`config.mk`:
```
export PLATFORM = sky130hd
export DESIGN_NAME = wsrd_ctrl
export DESIGN_NICKNAME = d
export VERILOG_FILES = /design/src/wsrd_pkg.sv /design/src/wsrd_ctrl.sv
export SDC_FILE = /design/constraint.sdc
export NUM_CORES = 1
export LEC_CHECK = 0
export ABC_AREA = 1
export BUFFER_PORTS_ARGS = -buffer_cell sky130_fd_sc_hd__buf_4
export CORE_UTILIZATION = 52
export DETAILED_ROUTE_END_ITERATION = 7
export GPL_TIMING_DRIVEN = 0
export PLACE_DENSITY = 0.8
export SLEW_MARGIN = 10
export SYNTH_ARGS = -nofsm -noshare
export SYNTH_HDL_FRONTEND = slang
export SYNTH_SLANG_ARGS = --single-unit
```
`constraint.sdc`:
```
create_clock -name clk -period 3.4 [get_ports clk]
set_input_delay 0.68 -clock clk [delete_from_list [all_inputs] [get_ports clk]]
set_output_delay 0.68 -clock clk [all_outputs]
set_load 0.02 [all_outputs]
```
`src/wsrd_pkg.sv`:
```
// Shared types and constants for the work-stealing ring deque.
// No dependencies; used by every module of the block except wsrd_ram.
`default_nettype none
package wsrd_pkg;

  localparam int DEPTH  = 64;
  localparam int ADDR_W = $clog2(DEPTH);
  localparam int CNT_W  = $clog2(DEPTH + 1);
  localparam int FILL_W = 8;
  localparam int WM_W   = 8;
  localparam int BL_W   = 6;
  localparam int CIDX_W = 2;
  localparam int CDAT_W = 8;

  localparam logic [WM_W-1:0] WM_RESET = WM_W'(16);
  localparam logic [BL_W-1:0] BL_RESET = BL_W'(16);

  // input action codes
  localparam logic [2:0] ACT_PUSH  = 3'd0;
  localparam logic [2:0] ACT_EMPTY = 3'd1;
  localparam logic [2:0] ACT_GRAB  = 3'd2;
  localparam logic [2:0] ACT_STEAL = 3'd3;
  localparam logic [2:0] ACT_STOP  = 3'd4;

  // config register indexes
  localparam logic [CIDX_W-1:0] CFG_WATERMARK = CIDX_W'(0);
  localparam logic [CIDX_W-1:0] CFG_BATCH     = CIDX_W'(1);

  typedef enum logic [2:0] {
    ST_GIVEN   = 3'd0,
    ST_PUSHED  = 3'd1,
    ST_DROPPED = 3'd2,
    ST_NONE    = 3'd3,
    ST_STOPPED = 3'd4,
    ST_IGNORED = 3'd5
  } status_t;

  typedef enum logic {
    CS_IDLE  = 1'b0,
    CS_BURST = 1'b1
  } ctrl_state_t;

  typedef struct packed {
    logic signed [31:0] task_id;
    logic [63:0]        price_word;
    logic [63:0]        volume_word;
    logic signed [63:0] stamp;
    logic [63:0]        weight_word;
  } entry_t;

  // controller -> datapath
  typedef struct packed {
    logic       push;
    logic       clr_req;
    logic       set_req;
    logic       stop;
    logic       pop_front;
    logic       pop_rear;
    logic       emit;
    status_t    code;
    logic       last;
    logic       help;
  } dq_cmd_t;

  // datapath -> controller
  typedef struct packed {
    logic             full;
    logic             low;
    logic             running;
    logic             req;
    logic [CNT_W-1:0] grab_take;
    logic [CNT_W-1:0] steal_take;
  } dq_sts_t;

endpackage
`default_nettype wire

```
`src/wsrd_ctrl.sv`:
```
// Controller FSM: decodes actions and sequences grab / steal bursts.
// Depends on wsrd_pkg.
`default_nettype none
module wsrd_ctrl (
  input  wire logic                   clk,
  input  wire logic                   rst_n,
  input  wire logic                   start,
  input  wire logic [2:0]             action,
  input  wire wsrd_pkg::dq_sts_t      sts,
  output wsrd_pkg::dq_cmd_t           cmd,
  output logic                        busy
);

  wsrd_pkg::ctrl_state_t              state_r, state_nxt;
  logic [wsrd_pkg::CNT_W-1:0]         rem_r, rem_nxt;
  logic                               front_r, front_nxt;
  logic                               help_r, help_nxt;
  logic                               help_now;
  logic                               accept;

  always_ff @(posedge clk) begin
    if (!rst_n) begin
      state_r <= wsrd_pkg::CS_IDLE;
      rem_r   <= '0;
      front_r <= 1'b0;
      help_r  <= 1'b0;
    end else begin
      state_r <= state_nxt;
      rem_r   <= rem_nxt;
      front_r <= front_nxt;
      help_r  <= help_nxt;
    end
  end

  assign busy   = (state_r == wsrd_pkg::CS_BURST);
  assign accept = start && !busy;
  // help request fires once until a push or empty batch clears it
  assign help_now = sts.low && !sts.req && sts.running;

  always_comb begin
    state_nxt = state_r;
    rem_nxt   = rem_r;
    front_nxt = front_r;
    help_nxt  = help_r;
    cmd       = '0;
    cmd.code  = wsrd_pkg::ST_IGNORED;

    case (state_r)
      wsrd_pkg::CS_IDLE: begin
        if (accept) begin
          cmd.emit = 1'b1;
          cmd.last = 1'b1;
          case (action)
            wsrd_pkg::ACT_PUSH: begin
              if (sts.running) begin
                cmd.clr_req = 1'b1;
                if (sts.full) begin
                  cmd.code = wsrd_pkg::ST_DROPPED;
                end else begin
                  cmd.push = 1'b1;
                  cmd.code = wsrd_pkg::ST_PUSHED;
                end
              end
            end
            wsrd_pkg::ACT_EMPTY: begin
              if (sts.running) begin
                cmd.clr_req = 1'b1;
                cmd.code    = wsrd_pkg::ST_PUSHED;
              end
            end
            wsrd_pkg::ACT_GRAB: begin
              cmd.set_req = help_now;
              cmd.help    = help_now;
              if (sts.grab_take == '0) begin
                cmd.code = wsrd_pkg::ST_NONE;
              end else begin
                cmd.pop_front = 1'b1;
                cmd.code      = wsrd_pkg::ST_GIVEN;
                if (sts.grab_take != wsrd_pkg::CNT_W'(1)) begin
                  cmd.last  = 1'b0;
                  state_nxt = wsrd_pkg::CS_BURST;
                  rem_nxt   = sts.grab_take - wsrd_pkg::CNT_W'(1);
                  front_nxt = 1'b1;
                  help_nxt  = help_now;
                end
              end
            end
            wsrd_pkg::ACT_STEAL: begin
              if (sts.running) begin
                if (sts.steal_take == '0) begin
                  cmd.code = wsrd_pkg::ST_NONE;
                end else begin
                  cmd.pop_rear = 1'b1;
                  cmd.code     = wsrd_pkg::ST_GIVEN;
                  if (sts.steal_take != wsrd_pkg::CNT_W'(1)) begin
                    cmd.last  = 1'b0;
                    state_nxt = wsrd_pkg::CS_BURST;
                    rem_nxt   = sts.steal_take - wsrd_pkg::CNT_W'(1);
                    front_nxt = 1'b0;
                    help_nxt  = 1'b0;
                  end
                end
              end
            end
            wsrd_pkg::ACT_STOP: begin
              cmd.stop = 1'b1;
              cmd.code = wsrd_pkg::ST_STOPPED;
            end
            default: begin
              cmd.code = wsrd_pkg::ST_IGNORED;
            end
          endcase
        end
      end
      wsrd_pkg::CS_BURST: begin
        cmd.emit      = 1'b1;
        cmd.code      = wsrd_pkg::ST_GIVEN;
        cmd.help      = help_r;
        cmd.pop_front = front_r;
        cmd.pop_rear  = !front_r;
        cmd.last      = (rem_r == wsrd_pkg::CNT_W'(1));
        rem_nxt       = rem_r - wsrd_pkg::CNT_W'(1);
        if (rem_r == wsrd_pkg::CNT_W'(1)) begin
          state_nxt = wsrd_pkg::CS_IDLE;
        end
      end
      default: begin
        state_nxt = wsrd_pkg::CS_IDLE;
      end
    endcase
  end

  a_burst_rem: assert property (@(posedge clk) disable iff (!rst_n)
    busy |-> rem_r != '0)
    else $error("burst running with no entries left");

  a_one_pop: assert property (@(posedge clk) disable iff (!rst_n)
    !(cmd.pop_front && cmd.pop_rear))
    else $error("front and rear pop together");

  a_burst_not_last: assert property (@(posedge clk) disable iff (!rst_n)
    (!busy && state_nxt == wsrd_pkg::CS_BURST) |-> (cmd.emit && !cmd.last))
    else $error("burst entered on final result");

endmodule
`default_nettype wire

```
Word level (Yosys, flattened, before mapping):

Cells that the tools add are included.

* word-level logic and storage cells: 92
* output and inout bits: 13
* bits of input ports: 24
* bits in registers: 10

* bitwise operators: 1
* reduce and logical (&&, ||, !) cells: 12
* equality and inequality tests: 19
* muxes and demuxes: 53
* add/sub/neg operators: 3

Operators by type and width (count)
* 7-bit two-way mux: 6
* 1-bit two-way mux: 28
* 7-bit one-hot mux with 2 select lines: 2
* 7-bit by 1-bit subtractor with 7-bit output, second input constant: 3
* 8-bit one-hot mux with 2 select lines: 1
* 3-bit inequality test, second input constant: 5
* 3-bit one-hot mux with 5 select lines: 1
* 7-bit zero test: 2
* 7-bit by 1-bit inequality test with 1-bit output, second input constant: 2
* 12-bit two-way mux: 1
* 2-bit inequality test, second input constant: 6
* 1-bit one-hot mux with 2 select lines: 6
* 2-bit two-way mux: 4
* 4-bit two-way mux: 2
* 8-bit AND reduction: 1
* 7-bit by 1-bit equality test with 1-bit output, second input constant: 1
* 7-bit AND reduction: 1
* 3-bit by 2-bit equality test with 1-bit output, second input constant: 2
* 3-bit two-way mux: 2
* 3-bit by 1-bit equality test with 1-bit output, second input constant: 1
* 3-bit equality test, second input constant: 1
* 1-bit logical AND: 3
* 1-bit zero test: 3
* 3-bit zero test: 1
* other kinds (3): 3

Depth between registers and ports, before layout:

* depth after elaboration: 7
* gate-level depth with buffers: 12
* gate-level depth less buffers: 12

Worst setup path after synthesis:

Ideal clock, no wire load.

* path type: input port to output port
* start: input sts[7] (netlist bit)
* end: output cmd[1] (netlist bit)
* path buffers: 0
* slack: 910 ps
* arrival time: 1810 ps
* required time: 2720 ps
* stages: 6
* cells stage by stage: inv_1 > ha_1 > o21ai_0 > o21ai_0 > nand2_2 > o21ai_0

RTL lines
* start, declared: RTL line wsrd_ctrl.sv:9 `input wire wsrd_pkg::dq_sts_t sts,`
* end, declared: RTL line wsrd_ctrl.sv:10 `output wsrd_pkg::dq_cmd_t cmd,`

==> reports/qor.yml <==
detailed_routing:
  via_per_inst: 5.08
  avgRoutedWirePerCell_um: 10.8
  firstDrtPassIters: 5
  vias: 1565
  postRouteAntennaNets: 0
  wl_um: 3330
  dr.first_iter.drc_count: 31
  drc: 0
clock_network:
  cts_buffers: 3
  cts_tree: "done"
  clock_path_buffers: 2
  cts_resized: 0
  insertion_delay_ps: 270
  post_cts_buffers: 0
  postCtsHoldBufs: 0
  h-tree-depth: 1
  cts_root_buffer: "clkbuf_4"
  path_clk_slew_ps: 70
  clock_sinks: 10
worst_setup_path:
  cp_top_family: "compound AO/OA/AOI/OAI gates"
  crit_type: "in2out"
  worstPathCellList: "buf_4 > inv_1 > ha_1 > o21ai_0 > o21ai_0 > nand2_2 > o21ai_0 > buf_4"
  r2r_setup_slack_ps: 2010
  cp_max_fo: 6
  crit_top_cell: "o21ai_0"
  crit_slowest_cell: "o21ai_0"
  r2r-end: "rem_r[4]"
  rr_worst_depth: 7
  cp.required_ps: 2720
  cp.arrival_ps: 1870
  cp_num_buf_inv: 3
  end_kind: "output port"
  crit_path_max_incr_delay_ps: 220
  start_kind: "primary input"
  reg2reg_from: "busy"
power_and_ir_drop:
  ir_drop_uv: 311
  power_uw: 416
  power_frac_clock_pct: 26.2
  p_leak_uw: 0.000879
  switching_share_pct: 37.5
  power_frac_seq_pct: 31.6
  p_int_uw: 260
  p_sw_uw: 156
  powerDensity_nw_per_um2: 253
  combinationalPowerShare_pct: 42.2
global_route:
  gr-total-overflow: 0
  grt_max_degree: 11
  antenna_found_initial: 0
  top_usage_layer: "met2"
  grt_pass1_vias: 1351
  grt_pass1_wl_um: 5720
  grtUsageMet2_pct: 45.3
  grt_util_met3_pct: 6.09
  use_met1_pct: 38.2
  gr-usage-all-layers_pct: 27.5
placement:
  dp_slack_ps: 846
  placed_cells: 304
  gp_congestion: 0.866
  port_buffers: 35
  dp_hpwl_um: 2680
synthesis:
  synth_edf_count: 0
  yosys_warnings: 0
  post_synth_num_cell_types: 26
  syn_nets: 273
  ys_ff_latch: 10
  syn_area_um2: 1310
  syn_inst: 241
  yosysSeqAreaShare_pct: 15.3
  syn_avg_cell_area_um2: 5.44
  ys_async_sr_fraction_pct: 0
  yosys_most_used_dff: "dfxtp_1"
sta:
  fmax_mhz: 392
  finalHoldViolations: 0
  skew_ps: 3.52
  fin_ws_ps: 848
  rsz0062_at_grt: "no"
  finalSetupTns_ps: 0
  fin_crit_sh_pct: 75.1
  slew_headroom_pct: 82.8
  worst_slew_pin_slew_ps: 257
  drv_slew: 0
  period_needed_ps: 2550
  setup_viol: 0
die:
  die_y_um: 52.2
  io_pins: 37
  dieArea_um2: 2730
  core_area_um2: 2300
  core.rowCount: 17
  initial_utilization_pct: 57.1
  fp.dieW_um: 52.2
hold_path:
  hold_end: "help_r"
  hold_start: "help_r"
  min_path_type: "reg2reg"
  hold_depth: 2
final_layout:
  antenna_cells: 0
  final_cells: 308
  post-route-util_pct: 71.6
  fill_cells: 252
  syn_to_final_growth_pct: 25.5
  layout-drive-gt1-share_pct: 21.1
  nNetsFinal: 313
outcome:
  outcome: "completed"
job:
  maxCapViolations: 0
synthesized netlist by cell type (2+ instances only):
cell type	n	share of area, %
dfxtp_1	10	15
nor2_1	33	9.4
inv_1	32	9.2
buf_2	5	1.9
nand4_1	5	2.4
a31oi_1	2	0.95
nand3_1	30	11
o21ai_1	2	0.76
nand2_1	64	18
nor2_2	4	1.9
a21oi_1	8	3.1
ha_1	8	7.6
inv_2	3	0.86
nor3_1	2	0.76
xor2_1	3	2.0
nor4_1	2	0.95
o21ai_0	16	6.1
nand2_2	4	1.9
worst max-delay path by stage:
stage                start     end  slack [ps]  depth (start not counted)
global route        sts[7]  cmd[1]         660                          8
CTS                 sts[7]  cmd[1]         850                          8
floorplan           sts[7]  cmd[1]         910                          6
detailed placement  sts[7]  cmd[1]         850                          8
global placement    sts[7]  cmd[1]         840                          8
finish              sts[7]  cmd[1]         850                          8
power by group through the flow:
| stage | registers, uW | clock network [uW] | logic (uW) |
|---|---|---|---|
| after floorplan | 133 | 0 | 113 |
| after global placement | 133 | 0 | 172 |
| after detailed placement | 134 | 0 | 174 |
| after CTS | 131 | 109 | 175 |
| after global routing | 132 | 115 | 199 |
| final | 131 | 109 | 175 |
layout by cell type, fill, tap and decap left out, types with 2 or more instances in the layout:
| cell | synthesis | final |
|---|---|---|
| nand3_1 | 30 | 30 |
| clkbuf_4 | 0 | 3 |
| ha_1 | 8 | 8 |
| nor2_2 | 4 | 4 |
| nand4_1 | 5 | 5 |
| a21oi_1 | 8 | 8 |
| nand2_2 | 4 | 4 |
| xor2_1 | 3 | 3 |
| inv_2 | 3 | 3 |
| buf_2 | 5 | 5 |
| nor2_1 | 33 | 33 |
| buf_4 | 0 | 35 |
| inv_1 | 32 | 32 |
| o21ai_0 | 16 | 16 |
| nor4_1 | 2 | 2 |
| o21ai_1 | 2 | 2 |
| dfxtp_1 | 10 | 10 |
| nor3_1 | 2 | 2 |
| nand2_1 | 64 | 64 |
| a31oi_1 | 2 | 2 |
sequential cells by signal (all words and copies together), names as in the netlist:
signal	count
busy	1
front_r	1
rem_r	7
help_r	1
layout make-up:
| class | instances | area [um2] | area share [%] |
|---|---|---|---|
| repair buffers | 35 | 263 | 16.0 |
| flip-flops and latches | 10 | 200 | 12.2 |
| well taps | 28 | 35.0 | 2.13 |
| plain buffers | 5 | 25.0 | 1.52 |
| inverters | 35 | 131 | 7.98 |
| multi-input cells | 191 | 955 | 58.0 |
| clock buffers | 4 | 36.3 | 2.21 |
layer usage:
| layer | up-vias | wire length (um) |
|---|---|---|
| met4 | 0 | 0 |
| met3 | 0 | 186 |
| li1 | 857 | - |
| met1 | 666 | 1710 |
| met5 | - | 0 |
| met2 | 42 | 1430 |
through the flow:
step           instance area, um2  hold slack, ps
4_1_cts                      1650             473
6_report                     1650             471
5_1_grt                      1650             497
3_5_place_dp                 1610             463
3_3_place_gp                 1610             459
2_1_floorplan                1310             442
logic make-up after synthesis:
kind of cell / Yosys count / share of synthesized area [%]
compound gates: 31 / 12.6
xor+xnor: 3 / 2.00
fa+ha+maj: 8 / 7.63
buf+inv: 40 / 11.9
flops: 10 / 15.3
simple gates: 149 / 50.6
worst min-delay path: stages, from the launching register on:
cell and delay (ps):
dfxtp_1 310, nand2_1 60, a21oi_1 50
(Power assumes the default switching activity.)
